==> src/sv/tvmm_pkg.sv <==
package tvmm_pkg;

    localparam int MAX_ENTRIES = 16;
    localparam int ADDR_W      = (MAX_ENTRIES > 1) ? $clog2(MAX_ENTRIES) : 1;
    localparam int CNT_W       = $clog2(MAX_ENTRIES + 1);
    localparam int CAP_W       = 5;
    localparam int WORD_W      = 32;

    typedef logic [ADDR_W-1:0] addr_t;
    typedef logic [CNT_W-1:0]  cnt_t;
    typedef logic [CAP_W-1:0]  cap_t;
    typedef logic [WORD_W-1:0] word_t;
    typedef logic [1:0]        act_t;
    typedef logic [1:0]        stat_t;

    localparam act_t ACT_ADD         = 2'd0;
    localparam act_t ACT_SEARCH      = 2'd1;
    localparam act_t ACT_REMOVE_PAIR = 2'd2;
    localparam act_t ACT_REMOVE_KEY  = 2'd3;

    localparam stat_t ST_DONE = 2'd0;
    localparam stat_t ST_MISS = 2'd1;
    localparam stat_t ST_FULL = 2'd2;

    localparam cap_t CAP_RESET   = cap_t'(MAX_ENTRIES);
    localparam logic REG_CAPACITY = 1'b0;

endpackage

==> src/sv/two_value_multimap_table.sv <==
// two-value multimap table: a bounded store of key/value pairs, at most two
// values per key.
// input channel s_axis: one request item per handshake (add pair, search key,
// remove pair, remove key). output channel m_axis: exactly one result item per
// request, carrying status, up to two values, values found, entry count and
// the empty and full flags.
// apb port: register 0 at byte address 0 is capacity_limit (0 acts as 1,
// anything above the built depth acts as the depth).
// operation: each request walks the stored entries with one key/value
// comparator and a table with one read and one write port, each entry visited
// in a read state then a compare state; a removal moves the last entry into
// the hole through a move-read and a move-write state per deleted entry. the
// result becomes valid in the same cycle that the input is ready again; the
// longest request is a remove key deleting two entries of a full table. an
// add on a full table skips the walk. the input is not ready meanwhile.
// the result sits in an output register: the next request is accepted while
// it waits, and a stalled receiver only holds the block once a second result
// is finished.
// reset: the table is empty and capacity_limit is the built depth; the table
// contents need no clearing since only entries below the count are read.
module two_value_multimap_table
    import tvmm_pkg::*;
(
    input  logic        clk,
    input  logic        rst_n,
    input  logic        s_axis_tvalid,
    output logic        s_axis_tready,
    input  logic [71:0] s_axis_tdata,  // action[1:0], key[33:2], value[65:34]
    output logic        m_axis_tvalid,
    input  logic        m_axis_tready,
    output logic [79:0] m_axis_tdata,  // status[1:0], first_value[33:2],
                                       // second_value[65:34], values_found[67:66],
                                       // entry_count[72:68], is_empty[73], is_full[74]
    input  logic        psel,
    input  logic        penable,
    input  logic        pwrite,
    input  logic [2:0]  paddr,
    input  logic [31:0] pwdata,
    output logic [31:0] prdata,
    output logic        pready
);

    localparam logic [2:0] S_IDLE    = 3'd0;
    localparam logic [2:0] S_READ    = 3'd1;
    localparam logic [2:0] S_CMP     = 3'd2;
    localparam logic [2:0] S_MOVE_RD = 3'd3;
    localparam logic [2:0] S_MOVE_WR = 3'd4;
    localparam logic [2:0] S_FINISH  = 3'd5;
    localparam logic [2:0] S_DONE    = 3'd6;

    logic [2:0] state_reg, state_next;
    cap_t       cap_reg;
    cnt_t       count_reg, count_next;
    cnt_t       idx_reg, idx_next;
    logic [1:0] found_reg, found_next;
    stat_t      status_reg, status_next;
    act_t       act_reg, act_next;
    word_t      key_reg, key_next;
    word_t      val_reg, val_next;
    word_t      v1_reg, v1_next;
    word_t      v2_reg, v2_next;

    word_t      key_mem [MAX_ENTRIES];
    word_t      val_mem [MAX_ENTRIES];
    word_t      rd_key_reg, rd_val_reg;
    addr_t      rd_addr;
    logic       wr_en;
    addr_t      wr_addr;
    word_t      wr_key, wr_val;

    logic        out_valid_reg;
    logic [79:0] out_data_reg;
    logic        out_load;

    cnt_t  lim;
    logic  at_full;
    logic  key_hit, pair_hit;
    logic  cfg_wr;
    stat_t fin_status;
    logic  fin_found_used;

    // effective capacity limit
    always_comb
    begin
        if (cap_reg == '0)
            lim = cnt_t'(1);
        else if ({1'b0, cap_reg} > (CAP_W+1)'(MAX_ENTRIES))
            lim = cnt_t'(MAX_ENTRIES);
        else
            lim = cnt_t'(cap_reg);
    end

    assign at_full = (count_reg >= lim);

    // configuration port
    assign pready = 1'b1;
    assign cfg_wr = psel && penable && pwrite && pready && (paddr[2] == REG_CAPACITY);
    assign prdata = (paddr[2] == REG_CAPACITY) ? 32'(cap_reg) : '0;

    always_ff @(posedge clk or negedge rst_n)
    begin
        if (!rst_n)
            cap_reg <= CAP_RESET;
        else if (cfg_wr)
            cap_reg <= pwdata[CAP_W-1:0];
    end

    // table memory, one write and one registered read per cycle
    assign rd_addr = (state_reg == S_MOVE_RD) ? addr_t'(count_reg - cnt_t'(1))
                                              : addr_t'(idx_reg);

    always_ff @(posedge clk)
    begin
        if (wr_en)
        begin
            key_mem[wr_addr] <= wr_key;
            val_mem[wr_addr] <= wr_val;
        end
        rd_key_reg <= key_mem[rd_addr];
        rd_val_reg <= val_mem[rd_addr];
    end

    assign key_hit  = (rd_key_reg == key_reg);
    assign pair_hit = key_hit && (rd_val_reg == val_reg);

    assign s_axis_tready = (state_reg == S_IDLE);

    // sequencer
    always_comb
    begin
        state_next  = state_reg;
        count_next  = count_reg;
        idx_next    = idx_reg;
        found_next  = found_reg;
        status_next = status_reg;
        act_next    = act_reg;
        key_next    = key_reg;
        val_next    = val_reg;
        v1_next     = v1_reg;
        v2_next     = v2_reg;
        wr_en       = 1'b0;
        wr_addr     = addr_t'(idx_reg);
        wr_key      = rd_key_reg;
        wr_val      = rd_val_reg;
        out_load    = 1'b0;

        unique case (state_reg)
            S_IDLE:
            begin
                if (s_axis_tvalid)
                begin
                    act_next   = s_axis_tdata[1:0];
                    key_next   = s_axis_tdata[33:2];
                    val_next   = s_axis_tdata[65:34];
                    idx_next   = '0;
                    found_next = '0;
                    v1_next    = '0;
                    v2_next    = '0;
                    if (s_axis_tdata[1:0] == ACT_REMOVE_PAIR)
                        status_next = ST_MISS;
                    else
                        status_next = ST_DONE;
                    if (s_axis_tdata[1:0] == ACT_ADD && at_full)
                    begin
                        status_next = ST_FULL;
                        state_next  = S_FINISH;
                    end
                    else
                        state_next = S_READ;
                end
            end
            S_READ:
            begin
                if (idx_reg >= count_reg)
                    state_next = S_FINISH;
                else
                    state_next = S_CMP;
            end
            S_CMP:
            begin
                state_next = S_READ;
                unique case (act_reg)
                    ACT_ADD:
                    begin
                        idx_next = idx_reg + cnt_t'(1);
                        if (key_hit)
                        begin
                            if (found_reg == 2'd1)
                            begin
                                status_next = ST_MISS;
                                state_next  = S_FINISH;
                            end
                            found_next = found_reg + 2'd1;
                        end
                    end
                    ACT_SEARCH:
                    begin
                        idx_next = idx_reg + cnt_t'(1);
                        if (key_hit)
                        begin
                            if (found_reg == 2'd0)
                                v1_next = rd_val_reg;
                            else
                            begin
                                v2_next    = rd_val_reg;
                                state_next = S_FINISH;
                            end
                            found_next = found_reg + 2'd1;
                        end
                    end
                    ACT_REMOVE_PAIR:
                    begin
                        if (pair_hit)
                        begin
                            status_next = ST_DONE;
                            state_next  = S_MOVE_RD;
                        end
                        else
                            idx_next = idx_reg + cnt_t'(1);
                    end
                    ACT_REMOVE_KEY:
                    begin
                        if (key_hit)
                        begin
                            if (found_reg == 2'd0)
                                v1_next = rd_val_reg;
                            else
                                v2_next = rd_val_reg;
                            found_next = found_reg + 2'd1;
                            state_next = S_MOVE_RD;
                        end
                        else
                            idx_next = idx_reg + cnt_t'(1);
                    end
                    default:
                        state_next = S_FINISH;
                endcase
            end
            S_MOVE_RD:
                state_next = S_MOVE_WR;
            S_MOVE_WR:
            begin
                // last entry fills the hole at idx
                wr_en      = 1'b1;
                count_next = count_reg - cnt_t'(1);
                if (act_reg == ACT_REMOVE_KEY && found_reg != 2'd2)
                    state_next = S_READ;
                else
                    state_next = S_FINISH;
            end
            S_FINISH:
            begin
                if (act_reg == ACT_ADD && status_reg == ST_DONE)
                begin
                    wr_en      = 1'b1;
                    wr_addr    = addr_t'(count_reg);
                    wr_key     = key_reg;
                    wr_val     = val_reg;
                    count_next = count_reg + cnt_t'(1);
                end
                if ((act_reg == ACT_SEARCH || act_reg == ACT_REMOVE_KEY)
                    && found_reg == 2'd0)
                    status_next = ST_MISS;
                state_next = S_DONE;
            end
            S_DONE:
            begin
                if (!out_valid_reg || m_axis_tready)
                begin
                    out_load   = 1'b1;
                    state_next = S_IDLE;
                end
            end
            default:
                state_next = S_IDLE;
        endcase
    end

    assign fin_found_used = (act_reg == ACT_SEARCH) || (act_reg == ACT_REMOVE_KEY);
    assign fin_status     = status_reg;

    always_ff @(posedge clk or negedge rst_n)
    begin
        if (!rst_n)
        begin
            state_reg     <= S_IDLE;
            count_reg     <= '0;
            out_valid_reg <= 1'b0;
        end
        else
        begin
            state_reg <= state_next;
            count_reg <= count_next;
            if (out_load)
                out_valid_reg <= 1'b1;
            else if (m_axis_tready)
                out_valid_reg <= 1'b0;
        end
    end

    always_ff @(posedge clk)
    begin
        idx_reg    <= idx_next;
        found_reg  <= found_next;
        status_reg <= status_next;
        act_reg    <= act_next;
        key_reg    <= key_next;
        val_reg    <= val_next;
        v1_reg     <= v1_next;
        v2_reg     <= v2_next;
        if (out_load)
        begin
            out_data_reg[1:0]   <= fin_status;
            out_data_reg[33:2]  <= v1_reg;
            out_data_reg[65:34] <= v2_reg;
            out_data_reg[67:66] <= fin_found_used ? found_reg : 2'd0;
            out_data_reg[72:68] <= 5'(count_reg);
            out_data_reg[73]    <= (count_reg == '0);
            out_data_reg[74]    <= at_full;
            out_data_reg[79:75] <= '0;
        end
    end

    assign m_axis_tvalid = out_valid_reg;
    assign m_axis_tdata  = out_data_reg;

    // checks
    a_count_bound: assert property (@(posedge clk) disable iff (!rst_n)
        count_reg <= cnt_t'(MAX_ENTRIES))
        else $error("entry count above depth");

    a_count_step: assert property (@(posedge clk) disable iff (!rst_n)
        ##1 (count_reg == $past(count_reg)
             || count_reg == $past(count_reg) + cnt_t'(1)
             || count_reg == $past(count_reg) - cnt_t'(1)))
        else $error("entry count jumped");

    a_busy_after_accept: assert property (@(posedge clk) disable iff (!rst_n)
        s_axis_tvalid && s_axis_tready |=> !s_axis_tready)
        else $error("item accepted while busy");

    a_full_flag: assert property (@(posedge clk) disable iff (!rst_n)
        m_axis_tvalid && m_axis_tdata[1:0] == ST_FULL |-> m_axis_tdata[74])
        else $error("full status without full flag");

    a_empty_flag: assert property (@(posedge clk) disable iff (!rst_n)
        m_axis_tvalid |-> (m_axis_tdata[73] == (m_axis_tdata[72:68] == 5'd0)))
        else $error("empty flag disagrees with count");

    a_no_write_idle: assert property (@(posedge clk) disable iff (!rst_n)
        state_reg == S_IDLE |-> !wr_en)
        else $error("table written while idle");

endmodule
==> config.mk <==
export PLATFORM = sky130hd
export DESIGN_NAME = two_value_multimap_table
export DESIGN_NICKNAME = d
export VERILOG_FILES = /design/src/sv/tvmm_pkg.sv /design/src/sv/two_value_multimap_table.sv
export SDC_FILE = /design/constraint.sdc
export NUM_CORES = 2
export LEC_CHECK = 0
export BUFFER_PORTS_ARGS = -buffer_cell sky130_fd_sc_hd__buf_2
export CORE_AREA = 5 5 265 461
export CTS_CLUSTER_DIAMETER = 150
export CTS_CLUSTER_SIZE = 8
export DETAILED_ROUTE_END_ITERATION = 7
export DIE_AREA = 0 0 270 466
export GPL_TIMING_DRIVEN = 0
export PLACE_DENSITY_LB_ADDON = 0.05
export SYNTH_ARGS = -nofsm -noshare
export SYNTH_HDL_FRONTEND = slang
export SYNTH_SLANG_ARGS = --single-unit
==> constraint.sdc <==
create_clock -name clk -period 10.1 [get_ports clk]
set_input_delay 0.505 -clock clk [delete_from_list [all_inputs] [get_ports clk]]
set_output_delay 0.505 -clock clk [all_outputs]
set_load 0.1 [all_outputs]
==> results.txt <==
Worst hold path type: in2reg
Final core area utilization: 53.2%
Result of the run: complete, no violations
Initial antenna violation count: 2
Final GP Congestion: 0.787
Average vias per placed instance: 5.26
Setup violation total in the final timing report: 0
Startpoint kind of the worst setup timing path: flop
Most frequent standard cell in the layout excluding fill and tap cells: sky130_fd_sc_hd__edfxtp_1
Reg2Reg Depth: 9
Via count of the routed design: 26940
Num Clock Sinks: 1316
First-pass GRT wire length: 194000 µm
Clock insertion delay at the later pin of the skew report: 0.78 ns
Largest net degree at the start of global routing: 52
Syn Area/Cell: 17.8 µm²
Crit-path max cell delay: 0.59 ns
Proportion of netlist area held by the largest area contributor: 70.7%
Total power: 19.0 mW
Area added between synthesis and finish: 19.4%
GRT Util Overall: 21.1%
Cells along the critical path: inv_1 -> ha_1 -> nor2_1 -> a21oi_1 -> buf_2 -> buf_2 -> mux2i_1 -> mux2i_1 -> mux2i_1
Ranking of synthesized cells by area: sky130_fd_sc_hd__edfxtp_1 (71%), sky130_fd_sc_hd__mux2i_1 (18%), sky130_fd_sc_hd__dfxtp_1 (2.4%), sky130_fd_sc_hd__nand2_1 (1.5%), sky130_fd_sc_hd__xnor2_1 (1.2%)
Effective utilization at floorplan: 44.5%
Number of maximum-capacitance violations: 0
Leading area contributor after synthesis: sky130_fd_sc_hd__edfxtp_1
Final global-route overflow total: 0
Flop and latch count out of synthesis: 1316
Number of nets in the layout: 3589
Worst path most repeated cell: sky130_fd_sc_hd__mux2i_1
Critical-path top delay cell: sky130_fd_sc_hd__buf_2
Worst Hold Margin: 0.152 ns
CTS tree: built
Clock root buffer: sky130_fd_sc_hd__clkbuf_16
WL final: 135000 µm
Unrepaired setup endpoints after global routing: false
Placeable core region: 118000 µm²
Endpoints failing hold: 0
First-pass iteration count of the detailed router: 6
Worst clock skew: 0.0203 ns
Final Max Tran Viols: 0
Summed negative setup slack over all endpoints: 0 ns
Relative slew slack: 9.68%
Die Wd: 270 µm
Critical path peak fanout: 10
Number of different library cells in the post-synthesis netlist: 49
EDFF count, synth: 1238
Share of flip-flops with an asynchronous set or reset after synthesis: 1.06%
Number of buffers created by CTS: 182
# DRC: 0
Fin worst setup slack: 6.28 ns
Commonest cells after routing, fill and taps aside: sky130_fd_sc_hd__edfxtp_1 (1238), sky130_fd_sc_hd__mux2i_1 (961), sky130_fd_sc_hd__buf_2 (216), sky130_fd_sc_hd__nand2_1 (213), sky130_fd_sc_hd__clkbuf_16 (190)
Shortest period the worst path allows: 3.82 ns
Pre-CTS setup slack: 6.09 ns
Sequential-to-total area share from yosys stat: 73.8%
Nature of the critical path endpoint: flop
Count of non-filler cells in the finished layout: 5125
Full die area: 126000 µm²
IO buf count: 160
FP Rows: 167
Number of gates resized after CTS: 0
Most common flop cell mapped by yosys: sky130_fd_sc_hd__edfxtp_1
Maximum clock frequency: 0.262 GHz
CTS max path bufs: 3
Antenna viol nets, final: 0
Design area: 62800 µm²
H-tree Lvls: 4
Fraction of final layout cells sized beyond drive strength 1: 16.5%
Placed wire-length estimate after detailed placement: 88000 µm
Critical path required time: 10.76 ns
IO Pins: 229
Final Cycle Share: 37.8%
Peak supply drop: 0.000143 V
Clock-pin slew on the worst setup and hold paths: 0.06 ns
Hold-fix buffer count after cts: 73
Number of instances in the placed design: 4722
First-iteration detailed-routing DRC count: 1516
Via count of the first global-routing pass: 28823
Number of post-CTS setup repair buffers: 0
Total number of yosys warnings: 0
Fillers: 9401
Cell area after synthesis: 52600 µm²
Area post-placement: 56600 µm²
Setup slack, reg-to-reg: 6.28 ns
Leak Pwr: 24.3 nW
Worst endpoint data arrival time: 4.48 ns
Least-Margin Pin Slew: 1.35 ns
Power density normalized to cell area: 303 nW/µm²
Cells after synthesis: 2956
Routed wirelength normalized by instance count: 26.3 µm
Critical path class: reg2reg
Hold Crit Depth: 4
Die Y-Extent: 466 µm
[critical path, delay by kind of cell, from the launching register on]
| family | cells | cell delay, ns |
|---|---|---|
| compound gates | 1 | 0.55 |
| flops | 1 | 0.55 |
| fa+ha+maj | 1 | 0.39 |
| buf+inv | 3 | 1.39 |
| mux | 3 | 0.75 |
| simple gates | 1 | 0.06 |
[metal layers]
layer | vias to the layer above | track usage (%) | routed length (µm) | share of wire [%]
met1 | 13777 | 24.5 | 52800 | 39
li1 | 12275 | - | - | -
met5 | - | 0 | 0 | 0
met3 | 223 | 3.47 | 5100 | 3.8
met2 | 665 | 39.5 | 72800 | 54
met4 | 0 | 7.11 | 4150 | 3.1
[Yosys cell counts, types with 11 or more instances]
cell,instances
sky130_fd_sc_hd__edfxtp_1,1238
sky130_fd_sc_hd__nand2_1,213
sky130_fd_sc_hd__buf_4,35
sky130_fd_sc_hd__dfxtp_1,64
sky130_fd_sc_hd__buf_2,56
sky130_fd_sc_hd__and3_1,37
sky130_fd_sc_hd__a21oi_1,11
sky130_fd_sc_hd__nor2_1,38
sky130_fd_sc_hd__mux2i_1,961
sky130_fd_sc_hd__xnor2_1,72
sky130_fd_sc_hd__dfrtp_1,13
sky130_fd_sc_hd__clkbuf_1,25
sky130_fd_sc_hd__buf_6,45
sky130_fd_sc_hd__nand4_1,16
sky130_fd_sc_hd__ha_1,17
sky130_fd_sc_hd__inv_1,14
[layout make-up]
class | count | area, µm² | share of cell area (%)
diodes | 1 | 2.50 | 0.00399
plain buffers | 170 | 1280 | 2.05
clock buffers | 321 | 5250 | 8.36
clock inverters | 8 | 128 | 0.203
inverters | 14 | 55.1 | 0.0877
multi-input cells | 1487 | 12700 | 20.2
flip-flops and latches | 1316 | 38800 | 61.8
well taps | 1521 | 1900 | 3.03
repair buffers | 287 | 2620 | 4.18
[path summary, 6_finish.rpt]
path	from	to
setup reg to reg	count_reg[0]$_DFFE_PN0P_	rd_key_reg[1]$_DFF_P_
min in group asynchronous	rst_n	count_reg[0]$_DFFE_PN0P_
setup / recovery	count_reg[0]$_DFFE_PN0P_	rd_key_reg[1]$_DFF_P_
hold reg to reg	v1_reg[6]$_DFFE_PP_	m_axis_tdata[8]$_DFFE_PP_
max in group asynchronous	rst_n	cap_reg[4]$_DFFE_PN1P_
hold / removal	s_axis_tvalid	state_reg[2]$_DFFE_PN0P_
[logic make-up (layout without fill, tap and decap cells)]
kind of cell / Yosys count / in the layout / synth area share [%]
buffers and inverters: 184 / 800 / 2.54
other: 2 / 34 / 0.0143
AOI/OAI and AO/OA: 41 / 41 / 0.474
xor gates and xnor gates: 74 / 74 / 1.23
DFF: 1316 / 1316 / 73.8
muxes: 968 / 968 / 18.4
adders and majority gates: 17 / 17 / 0.405
and+or+nand+nor: 354 / 354 / 3.07
[where the power goes]
group	switching, mW	internal, mW	total, mW
Clock	2.22	3.50	5.72
Combinational	3.77	2.00	5.76
Sequential	0.298	7.25	7.54
(Power assumes the default switching activity.)
